[config.mk]
export PLATFORM = sky130hd
export DESIGN_NAME = partitioned_lag_lead
export DESIGN_NICKNAME = d
export VERILOG_FILES = /design/src/hdl/plp_pkg.sv /design/src/hdl/plp_front.sv /design/src/hdl/plp_queue.sv /design/src/hdl/plp_back.sv /design/src/hdl/partitioned_lag_lead.sv
export SDC_FILE = /design/constraint.sdc
export NUM_CORES = 2
export LEC_CHECK = 0
export ABC_AREA = 0
export BUFFER_PORTS_ARGS = -buffer_cell sky130_fd_sc_hd__buf_2
export CORE_ASPECT_RATIO = 0.5
export CORE_UTILIZATION = 30
export DETAILED_ROUTE_END_ITERATION = 16
export HOLD_SLACK_MARGIN = 0.05
export SYNTH_ARGS = -nofsm -noshare
export SYNTH_HDL_FRONTEND = slang
export SYNTH_SLANG_ARGS = --single-unit
[constraint.sdc]
create_clock -name clk_i -period 11.55 [get_ports clk_i]
set_input_delay 2.31 -clock clk_i [delete_from_list [all_inputs] [get_ports clk_i]]
set_output_delay 2.31 -clock clk_i [all_outputs]
set_load 0.05 [all_outputs]
[src/hdl/plp_pkg.sv]
// types and constants shared by the partitioned lag/lead window unit
// no dependencies; used by plp_front, plp_queue, plp_back and the top level
package plp_pkg;

  // fixed field widths
  localparam int unsigned VAL_W = 64;
  localparam int unsigned OFF_W = 5;
  // count width that covers a history of up to 64 rows
  localparam int unsigned CNT_W = 7;

  // configuration register indexes
  localparam int unsigned CFG_IDX_W    = 2;
  localparam logic [CFG_IDX_W-1:0] CFG_MODE    = 2'd0;
  localparam logic [CFG_IDX_W-1:0] CFG_OFFSET  = 2'd1;
  localparam logic [CFG_IDX_W-1:0] CFG_DEFAULT = 2'd2;

  // mode codes
  localparam logic MODE_LAG  = 1'b0;
  localparam logic MODE_LEAD = 1'b1;

  // one classified row: leading flush, own result, trailing flush
  typedef struct packed {
    logic [CNT_W-1:0] flush_a;
    logic             own_en;
    logic             own_dflt;
    logic             own_null;
    logic [VAL_W-1:0] own_val;
    logic [CNT_W-1:0] flush_b;
  } plp_cmd_t;

endpackage

[src/hdl/plp_front.sv]
// front end: accepts rows, keeps history ring and partition counters,
// emits one plp_cmd_t per row; depends on plp_pkg
module plp_front #(
  parameter int unsigned MAX_OFFSET = 31
) (
  input  logic                          clk_i,
  input  logic                          rst_ni,
  input  logic                          in_valid_i,
  output logic                          in_ready_o,
  input  logic                          partition_start_i,
  input  logic [plp_pkg::VAL_W-1:0]     row_value_i,
  input  logic                          row_is_null_i,
  input  logic                          end_of_stream_i,
  input  logic                          mode_i,
  input  logic [plp_pkg::OFF_W-1:0]     offset_i,
  output logic                          push_o,
  input  logic                          push_ready_i,
  output plp_pkg::plp_cmd_t             cmd_o
);

  localparam int unsigned DEPTH = MAX_OFFSET + 1;
  localparam int unsigned AW    = $clog2(DEPTH);
  localparam int unsigned CW    = $clog2(DEPTH + 1);

  // history ring, no reset
  logic [plp_pkg::VAL_W:0] hist_mem [DEPTH];
  logic [plp_pkg::VAL_W:0] rd_q;

  logic [AW-1:0] wp_q, wp_d;
  logic [CW-1:0] rows_q, rows_d;
  logic [CW-1:0] pend_q, pend_d;
  logic          seen_q, seen_d;

  // stage 1 registers
  logic                      s1_valid_q, s1_valid_d;
  logic [CW-1:0]             s1_flush_a_q, s1_flush_b_q;
  logic                      s1_own_en_q, s1_miss_q, s1_hist_q;
  logic [plp_pkg::VAL_W-1:0] s1_val_q;
  logic                      s1_null_q;

  logic          accept;
  logic          new_part;
  logic [CW-1:0] off;
  logic [AW-1:0] off_a;
  logic [AW-1:0] rd_addr;
  logic [CW-1:0] pend0, rows0, pinc, pend1, flush_a, flush_b;
  logic          own_en, miss, hist;

  assign accept     = in_valid_i && in_ready_o;
  assign push_o     = s1_valid_q;
  assign in_ready_o = !s1_valid_q || push_ready_i;

  // clamp offset to the ring reach
  assign off   = (32'(offset_i) > 32'(MAX_OFFSET)) ? CW'(MAX_OFFSET) : CW'(offset_i);
  assign off_a = AW'(off);

  // ring slot of the lag target
  assign rd_addr = (wp_q >= off_a) ? (wp_q - off_a) : (wp_q + AW'(DEPTH) - off_a);

  // classify the row
  always_comb begin
    new_part = partition_start_i || !seen_q;
    flush_a  = new_part ? pend_q : '0;
    pend0    = new_part ? '0 : pend_q;
    rows0    = new_part ? '0 : rows_q;
    pinc     = (pend0 < CW'(DEPTH)) ? (pend0 + CW'(1)) : pend0;
    own_en   = 1'b0;
    miss     = 1'b0;
    hist     = 1'b0;
    pend1    = pend0;
    if (mode_i == plp_pkg::MODE_LAG) begin
      own_en = 1'b1;
      miss   = off > rows0;
      hist   = off != '0;
    end else begin
      if (pinc > off) begin
        own_en = 1'b1;
        pend1  = pinc - CW'(1);
      end else begin
        pend1  = pinc;
      end
    end
    flush_b = end_of_stream_i ? pend1 : '0;
    pend_d  = end_of_stream_i ? '0 : pend1;
    seen_d  = !end_of_stream_i;
    wp_d    = (wp_q == AW'(DEPTH - 1)) ? '0 : (wp_q + AW'(1));
    rows_d  = (rows0 < CW'(DEPTH)) ? (rows0 + CW'(1)) : rows0;
  end

  assign s1_valid_d = accept ? 1'b1 : (push_ready_i ? 1'b0 : s1_valid_q);

  // control state
  always_ff @(posedge clk_i or negedge rst_ni) begin
    if (!rst_ni) begin
      wp_q       <= '0;
      rows_q     <= '0;
      pend_q     <= '0;
      seen_q     <= 1'b0;
      s1_valid_q <= 1'b0;
    end else begin
      s1_valid_q <= s1_valid_d;
      if (accept) begin
        wp_q   <= wp_d;
        rows_q <= rows_d;
        pend_q <= pend_d;
        seen_q <= seen_d;
      end
    end
  end

  // history ring write and registered target read
  always_ff @(posedge clk_i) begin
    if (accept) begin
      hist_mem[wp_q] <= {row_is_null_i, row_value_i};
      rd_q           <= hist_mem[rd_addr];
    end
  end

  // stage 1 payload
  always_ff @(posedge clk_i) begin
    if (accept) begin
      s1_flush_a_q <= flush_a;
      s1_flush_b_q <= flush_b;
      s1_own_en_q  <= own_en;
      s1_miss_q    <= miss;
      s1_hist_q    <= hist;
      s1_val_q     <= row_value_i;
      s1_null_q    <= row_is_null_i;
    end
  end

  // resolve own result from ring or current row
  always_comb begin
    logic                      src_null;
    logic [plp_pkg::VAL_W-1:0] src_val;
    src_null      = s1_hist_q ? rd_q[plp_pkg::VAL_W] : s1_null_q;
    src_val       = s1_hist_q ? rd_q[plp_pkg::VAL_W-1:0] : s1_val_q;
    cmd_o.flush_a = plp_pkg::CNT_W'(s1_flush_a_q);
    cmd_o.flush_b = plp_pkg::CNT_W'(s1_flush_b_q);
    cmd_o.own_en  = s1_own_en_q;
    cmd_o.own_dflt = s1_miss_q || src_null;
    cmd_o.own_null = !s1_miss_q && src_null;
    cmd_o.own_val  = src_val;
  end

endmodule

[src/hdl/plp_queue.sv]
// two-entry command queue between front and back end
// depends on plp_pkg
module plp_queue (
  input  logic              clk_i,
  input  logic              rst_ni,
  input  logic              push_i,
  output logic              push_ready_o,
  input  plp_pkg::plp_cmd_t push_cmd_i,
  output logic              head_valid_o,
  input  logic              pop_i,
  output plp_pkg::plp_cmd_t head_cmd_o
);

  plp_pkg::plp_cmd_t slot_q [2];
  logic       wr_ptr_q, rd_ptr_q;
  logic [1:0] cnt_q;
  logic       do_push, do_pop;

  assign push_ready_o = cnt_q != 2'd2;
  assign head_valid_o = cnt_q != 2'd0;
  assign head_cmd_o   = slot_q[rd_ptr_q];
  assign do_push      = push_i && push_ready_o;
  assign do_pop       = pop_i && head_valid_o;

  // pointers and fill count
  always_ff @(posedge clk_i or negedge rst_ni) begin
    if (!rst_ni) begin
      wr_ptr_q <= 1'b0;
      rd_ptr_q <= 1'b0;
      cnt_q    <= 2'd0;
    end else begin
      if (do_push) wr_ptr_q <= !wr_ptr_q;
      if (do_pop)  rd_ptr_q <= !rd_ptr_q;
      cnt_q <= cnt_q + {1'b0, do_push} - {1'b0, do_pop};
    end
  end

  // storage
  always_ff @(posedge clk_i) begin
    if (do_push) slot_q[wr_ptr_q] <= push_cmd_i;
  end

endmodule

[src/hdl/plp_back.sv]
// back end: expands each command into result beats through an output register
// depends on plp_pkg
module plp_back (
  input  logic                      clk_i,
  input  logic                      rst_ni,
  input  logic                      head_valid_i,
  input  plp_pkg::plp_cmd_t         head_cmd_i,
  output logic                      pop_o,
  input  logic [plp_pkg::VAL_W-1:0] default_value_i,
  output logic                      out_valid_o,
  input  logic                      out_ready_i,
  output logic [plp_pkg::VAL_W-1:0] result_value_o,
  output logic                      result_is_null_o,
  output logic                      last_of_run_o
);

  plp_pkg::plp_cmd_t cur_q, cur_d, src;
  logic busy_q, busy_d;

  logic                      out_valid_q, out_valid_d;
  logic [plp_pkg::VAL_W-1:0] out_val_q, out_val_d;
  logic                      out_null_q, out_null_d;
  logic                      out_last_q, out_last_d;

  logic src_v, has_beat, adv, step;
  logic [plp_pkg::VAL_W-1:0] beat_val;
  logic                      beat_null;

  assign src   = busy_q ? cur_q : head_cmd_i;
  assign src_v = busy_q || head_valid_i;
  assign adv   = !out_valid_q || out_ready_i;
  assign has_beat = (src.flush_a != '0) || src.own_en || (src.flush_b != '0);
  assign step  = src_v && (adv || !has_beat);
  assign pop_o = step && !busy_q;

  // pick next beat: leading flush, own result, trailing flush
  always_comb begin
    cur_d     = src;
    beat_val  = default_value_i;
    beat_null = 1'b0;
    priority if (src.flush_a != '0) begin
      cur_d.flush_a = src.flush_a - plp_pkg::CNT_W'(1);
    end else if (src.own_en) begin
      cur_d.own_en = 1'b0;
      beat_val     = src.own_dflt ? default_value_i : src.own_val;
      beat_null    = src.own_null;
    end else if (src.flush_b != '0) begin
      cur_d.flush_b = src.flush_b - plp_pkg::CNT_W'(1);
    end else begin
      cur_d = src;
    end
    out_last_d  = (cur_d.flush_a == '0) && !cur_d.own_en && (cur_d.flush_b == '0);
    busy_d      = step ? (has_beat && !out_last_d) : busy_q;
    out_valid_d = adv ? (step && has_beat) : out_valid_q;
    out_val_d   = beat_val;
    out_null_d  = beat_null;
  end

  // control state
  always_ff @(posedge clk_i or negedge rst_ni) begin
    if (!rst_ni) begin
      busy_q      <= 1'b0;
      out_valid_q <= 1'b0;
    end else begin
      busy_q      <= busy_d;
      out_valid_q <= out_valid_d;
    end
  end

  // payload
  always_ff @(posedge clk_i) begin
    if (step) cur_q <= cur_d;
    if (adv && step && has_beat) begin
      out_val_q  <= out_val_d;
      out_null_q <= out_null_d;
      out_last_q <= out_last_d;
    end
  end

  assign out_valid_o      = out_valid_q;
  assign result_value_o   = out_val_q;
  assign result_is_null_o = out_null_q;
  assign last_of_run_o    = out_last_q;

endmodule

[src/hdl/partitioned_lag_lead.sv]
// Partitioned LAG/LEAD window unit. Rows enter on s_axis one per beat, sorted and
// partitioned; results leave on m_axis, tlast marking the final result of a row.
// A row whose work yields at most one result does not hold up the input, so rows
// stream at one per cycle while m_axis is not back-pressured; a row that closes a
// partition or the stream in lead mode yields one result per flushed pending row
// plus its own, written by the back-end sequencer at one beat a cycle while m_axis
// is ready. An input beat reaches the output through the history ring read, the
// command queue and the output register. Write mode, offset and default_value only while idle.
module partitioned_lag_lead #(
  parameter int unsigned MAX_OFFSET = 31
) (
  input  logic                              clk_i,
  input  logic                              rst_ni,
  // row input
  input  logic                              s_axis_tvalid,
  output logic                              s_axis_tready,
  input  logic [plp_pkg::VAL_W-1:0]         s_axis_tdata,  // row_value
  input  logic [1:0]                        s_axis_tuser,  // partition_start, row_is_null
  input  logic                              s_axis_tlast,  // end_of_stream
  // result output
  output logic                              m_axis_tvalid,
  input  logic                              m_axis_tready,
  output logic [plp_pkg::VAL_W-1:0]         m_axis_tdata,  // result_value
  output logic [0:0]                        m_axis_tuser,  // result_is_null
  output logic                              m_axis_tlast,  // last_of_run
  // configuration writes
  input  logic                              cfg_we_i,
  input  logic [plp_pkg::CFG_IDX_W-1:0]     cfg_idx_i,
  input  logic [plp_pkg::VAL_W-1:0]         cfg_data_i
);

  logic                      mode_q;
  logic [plp_pkg::OFF_W-1:0] offset_q;
  logic [plp_pkg::VAL_W-1:0] default_q;

  logic              push, push_ready, head_valid, pop;
  plp_pkg::plp_cmd_t push_cmd, head_cmd;

  // configuration registers
  always_ff @(posedge clk_i or negedge rst_ni) begin
    if (!rst_ni) begin
      mode_q    <= plp_pkg::MODE_LAG;
      offset_q  <= plp_pkg::OFF_W'(1);
      default_q <= '0;
    end else if (cfg_we_i) begin
      unique case (cfg_idx_i)
        plp_pkg::CFG_MODE:    mode_q    <= cfg_data_i[0];
        plp_pkg::CFG_OFFSET:  offset_q  <= cfg_data_i[plp_pkg::OFF_W-1:0];
        plp_pkg::CFG_DEFAULT: default_q <= cfg_data_i;
        default: ;
      endcase
    end
  end

  plp_front #(
    .MAX_OFFSET (MAX_OFFSET)
  ) u_front (
    .clk_i             (clk_i),
    .rst_ni            (rst_ni),
    .in_valid_i        (s_axis_tvalid),
    .in_ready_o        (s_axis_tready),
    .partition_start_i (s_axis_tuser[0]),
    .row_value_i       (s_axis_tdata),
    .row_is_null_i     (s_axis_tuser[1]),
    .end_of_stream_i   (s_axis_tlast),
    .mode_i            (mode_q),
    .offset_i          (offset_q),
    .push_o            (push),
    .push_ready_i      (push_ready),
    .cmd_o             (push_cmd)
  );

  plp_queue u_queue (
    .clk_i        (clk_i),
    .rst_ni       (rst_ni),
    .push_i       (push),
    .push_ready_o (push_ready),
    .push_cmd_i   (push_cmd),
    .head_valid_o (head_valid),
    .pop_i        (pop),
    .head_cmd_o   (head_cmd)
  );

  plp_back u_back (
    .clk_i            (clk_i),
    .rst_ni           (rst_ni),
    .head_valid_i     (head_valid),
    .head_cmd_i       (head_cmd),
    .pop_o            (pop),
    .default_value_i  (default_q),
    .out_valid_o      (m_axis_tvalid),
    .out_ready_i      (m_axis_tready),
    .result_value_o   (m_axis_tdata),
    .result_is_null_o (m_axis_tuser[0]),
    .last_of_run_o    (m_axis_tlast)
  );

`ifndef SYNTHESIS
  // front keeps pushing a command that a full queue has not taken
  a_push_hold: assert property (@(posedge clk_i) disable iff (!rst_ni)
    (push && !push_ready) |=> push)
    else $error("front dropped a command while queue full");

  // flush counts never exceed the history depth
  a_flush_bound: assert property (@(posedge clk_i) disable iff (!rst_ni)
    head_valid |-> (32'(head_cmd.flush_a) <= MAX_OFFSET + 1) &&
                   (32'(head_cmd.flush_b) <= MAX_OFFSET + 1))
    else $error("flush count beyond history depth");

  // back end pops only an entry that is present
  a_pop_valid: assert property (@(posedge clk_i) disable iff (!rst_ni)
    pop |-> head_valid)
    else $error("pop from empty queue");
`endif

endmodule
==> results.txt <==
met2 Resource Use GR - 23.8%
met1 routing resource usage after global routing - 18.5%
setup violators final - 0
time the final worst path needs with I/O delays and setup - 5.40 ns
CTS resizes - 0
Worst Hold Class - flip-flop to flip-flop
port buffer count - 205
number of nets in the final layout - 5642
headroom to the max-slew limit - 21.0%
post-synthesis share of cell area spent on xor and xnor gates - 0.199%
clock tree from TritonCTS - done
maximum root-to-sink buffer count - 4
aggregate global-route resource usage - 14.0%
average vias per placed instance - 4.85
Iter 0 DRT Violations - 4533
fin cells - 10200
number of levels in the clock H-tree - 5
Antenna Nets Post-Route - 0
DRC violation count after routing - 0
number of enable flip-flop cells after synthesis - 2530
path type of the worst setup path - input pin to flip-flop
final sum of negative setup slack - 0 ns
category of the worst setup path capture point - flip-flop
Die Height - 413 µm
number of library cell types mapped by synthesis - 68
Max-Cap Viols - 0
Num CTS Buffers - 279
floorplan row count - 150
drt pass-1 iters - 5
area growth from synthesis to layout - 15.0%
part of the power in the clock network - 25.5%
compound-gate portion of the synthesized area - 1.14%
Slew Viols, Final - 0
fraction of the yosys area taken by sequential cells - 77.5%
post-CTS clock slew at the launch and capture registers of the worst setup and hold paths - 0.06 ns
total via count after detailed routing - 49300
busiest grt layer - met2
DIE AREA - 0.340 mm²
pin count of the biggest net entering global routing - 131
proportion of power drawn by flip-flops and latches - 37.3%
Yosys Warn Count - 0
Startpoint Class - input pin
Placed Cells incl. Taps - 9681
average wire per cell in the routed design - 24.0 µm
Total Power Consumption - 32.9 mW
design internal power - 21.1 mW
summed instance area of the synthesized netlist - 0.101 mm²
placed standard-cell area - 0.108 mm²
largest family of logic cells by synthesized area - multiplexers
HPWL after DPL - 137000 µm
fmax - 185 MHz
clock skew - 0.0527 ns
WL final - 244000 µm
met3 usage - 1.96%
NetSw - 11.8 mW
data arrival time at the worst-slack endpoint - 5.90 ns
via count of the first global-routing pass - 49900
Final Util - 34.7%
setup repair bufs after CTS - 0
run status - completed
count of final hold-check violations - 0
share of the clock period used by the worst path - 46.8%
slew at the pin closest to its max-slew limit - 1.18 ns
critical path peak fanout - 66
ys flop type - sky130_fd_sc_hd__edfxtp_1
synthesis-stage register bit count - 2625
insertion delay of the later-clocked pin in the worst-skew pair - 0.92 ns
number of I/O pins - 206
Mean Syn Cell Area - 19.6 µm²
adder-cell share of the synthesized area - 0.329%
antenna violations before repair - 14
share of layout cells above drive strength 1 - 24.4%
placeable core region - 0.335 mm²
Remaining Overflow, GRT - 0
cell count after synthesis - 5166
Synth Net Count - 5330
cell at the root of the clock tree - sky130_fd_sc_hd__clkbuf_16
setup repair after global routing missed its margin - no
clock sink count - 2625
chip width - 823 µm
required time of the critical path - 12.04 ns
Post-CTS Hold Buffers - 0
global-route wire length before repair - 352000 µm
mux share of post-synthesis cell area - 14.7%
initial cell density of the core - 30.2%
gpl congestion - 0.766
share of synthesized cell area in and, or, nand and nor gates - 5.03%
maximum vdd drop - 0.000641 V
fraction of power spent switching nets - 36.0%
share of synthesized flip-flops with an asynchronous set or reset - 3.62%
Leakage - 37.7 nW
power density over cell area - 283 mW/mm²
part of the total power dissipated in combinational logic - 37.2%
post-route cell area - 0.116 mm²
## power by group through the flow
stage,Combinational [mW],Sequential (mW),Clock (mW)
5_1_grt,13.1,12.3,8.89
6_report,12.3,12.3,8.39
2_1_floorplan,7.69,12.6,0
3_5_place_dp,12.5,12.5,0
4_1_cts,12.6,12.3,8.54
3_3_place_gp,12.5,12.4,0
## final cells by class
| cell class | instances | area [µm²] |
|---|---|---|
| timing repair buffer | 306 | 1890 |
| multi-input combinational | 2241 | 22000 |
| clock buffer | 371 | 7480 |
| fill | 31300 | 218000 |
| clock inverter | 100 | 883 |
| tap | 4484 | 5610 |
| antenna | 6 | 15.0 |
| inverter | 25 | 106 |
| sequential | 2625 | 78400 |
## sequential cells by signal, summed over array words and instances (netlist names), 5 cells and up
| signal | cells |
|---|---|
| u_front.hist_mem | 2080 |
| offset_q | 5 |
| u_front.wp_q | 5 |
| u_front.pend_q | 6 |
| u_front.s1_flush_a_q | 6 |
| u_front.rd_q | 65 |
| u_front.s1_flush_b_q | 6 |
| u_front.s1_val_q | 64 |
| u_back.result_value_o | 64 |
| u_front.rows_q | 6 |
| u_back.cur_q | 81 |
| u_queue.slot_q | 158 |
| default_q | 64 |
## layout by cell type, fill, tap and decap left out, types with 4 or more instances in the layout
master,netlist,final
sky130_fd_sc_hd__nor2_1,58,24
sky130_fd_sc_hd__mux2_2,141,141
sky130_fd_sc_hd__buf_2,6,204
sky130_fd_sc_hd__nand2b_1,8,8
sky130_fd_sc_hd__clkinv_2,0,39
sky130_fd_sc_hd__nor3_1,12,12
sky130_fd_sc_hd__diode_2,0,6
sky130_fd_sc_hd__clkinv_4,0,4
sky130_fd_sc_hd__xor2_1,8,6
sky130_fd_sc_hd__nand3b_1,7,7
sky130_fd_sc_hd__o21ai_1,5,5
sky130_fd_sc_hd__xnor2_1,15,12
sky130_fd_sc_hd__ha_1,25,24
sky130_fd_sc_hd__dfrtp_1,94,92
sky130_fd_sc_hd__a21oi_1,16,16
sky130_fd_sc_hd__mux2_1,64,64
sky130_fd_sc_hd__nand2_1,700,700
sky130_fd_sc_hd__o21a_1,7,7
sky130_fd_sc_hd__clkbuf_1,198,83
sky130_fd_sc_hd__or3_1,5,5
sky130_fd_sc_hd__mux4_2,520,520
sky130_fd_sc_hd__buf_4,1,94
sky130_fd_sc_hd__buf_12,0,8
sky130_fd_sc_hd__nor2b_1,7,7
sky130_fd_sc_hd__and3_1,6,5
sky130_fd_sc_hd__o21ai_0,153,153
sky130_fd_sc_hd__a22o_1,4,4
sky130_fd_sc_hd__inv_1,24,22
sky130_fd_sc_hd__clkbuf_16,0,285
sky130_fd_sc_hd__edfxtp_1,2530,2530
sky130_fd_sc_hd__mux2i_1,81,81
sky130_fd_sc_hd__nand4_1,4,4
sky130_fd_sc_hd__nand3_1,342,342
sky130_fd_sc_hd__nor2_4,0,34
sky130_fd_sc_hd__and2_1,7,7
sky130_fd_sc_hd__bufinv_16,0,16
sky130_fd_sc_hd__clkinv_1,0,37
## metrics by stage
step                      setup slack, ns  hold slack [ns]
after global routing                 6.02            0.465
after detailed placement             5.27            0.431
final                                6.15            0.452
after floorplan                     0.390            0.421
after global placement               5.31            0.424
after CTS                            6.15            0.445
## kinds of logic after synthesis
logic type | after synthesis
AOI/OAI and AO/OA | 207
xor gates and xnor gates | 23
adders and majority gates | 26
buffers and inverters | 300
DFF | 2625
muxes | 809
and+or+nand+nor | 1176
## critical path: stages
cell	delay [ns]
sky130_fd_sc_hd__buf_2	0.08
sky130_fd_sc_hd__nand2_1	0.12
sky130_fd_sc_hd__buf_4	0.26
sky130_fd_sc_hd__inv_8	0.41
sky130_fd_sc_hd__nand2_1	0.68
sky130_fd_sc_hd__nor2_4	1.01
sky130_fd_sc_hd__buf_4	0.85
## layer usage
metal / wire (µm) / up-vias / part of all wire, %
met2: 121000 / 1414 / 50
met4: 8280 / 0 / 3.4
met5: 0 / - / 0
li1: - / 21200 / -
met3: 11900 / 404 / 4.9
met1: 103000 / 26200 / 42
## cells in the mapped netlist, types with 3 or more instances
cell	n	area, µm²
sky130_fd_sc_hd__nand4_1	4	25.0
sky130_fd_sc_hd__nor3_1	12	60.1
sky130_fd_sc_hd__and3_1	6	37.5
sky130_fd_sc_hd__nor2_1	58	218
sky130_fd_sc_hd__and2_1	7	43.8
sky130_fd_sc_hd__nor4_1	3	18.8
sky130_fd_sc_hd__edfxtp_1	2530	76000
sky130_fd_sc_hd__nand2_1	700	2630
sky130_fd_sc_hd__o21ai_0	153	766
sky130_fd_sc_hd__mux4_2	520	11700
sky130_fd_sc_hd__buf_2	6	30.0
sky130_fd_sc_hd__xnor2_1	15	131
sky130_fd_sc_hd__xor2_1	8	70.1
sky130_fd_sc_hd__or3_1	5	31.3
sky130_fd_sc_hd__mux2_2	141	1590
sky130_fd_sc_hd__inv_1	24	90.1
sky130_fd_sc_hd__nor2b_1	7	43.8
sky130_fd_sc_hd__nand3b_1	7	52.6
sky130_fd_sc_hd__o21ai_1	5	25.0
sky130_fd_sc_hd__mux2i_1	81	811
sky130_fd_sc_hd__dfrtp_1	94	2350
sky130_fd_sc_hd__o21a_1	7	52.6
sky130_fd_sc_hd__buf_1	68	255
sky130_fd_sc_hd__clkbuf_1	198	743
sky130_fd_sc_hd__a22o_1	4	35.0
sky130_fd_sc_hd__ha_1	25	313
sky130_fd_sc_hd__mux2_1	64	721
sky130_fd_sc_hd__a21oi_1	16	80.1
sky130_fd_sc_hd__nor3b_1	3	22.5
sky130_fd_sc_hd__nand3_1	342	1710
sky130_fd_sc_hd__nand2b_1	8	50.1
## path summary, 6_finish.rpt
kind	from	endpoint	slack, ns	cells after the start
max in group asynchronous	rst_ni	u_queue.rd_ptr_q	9.14	2
min in group asynchronous	rst_ni	default_q[12]	1.31	1
hold reg to reg	u_front.s1_flush_a_q[0]	u_queue.slot_q[0][73]	0.45	0
setup / recovery	s_axis_tvalid	u_front.hist_mem[29][17]	6.15	7
setup reg to reg	offset_q[0]	u_front.rd_q[21]	6.22	10
hold / removal	u_front.s1_flush_a_q[0]	u_queue.slot_q[0][73]	0.45	0
Note: power is estimated with default switching activity, not from simulation.
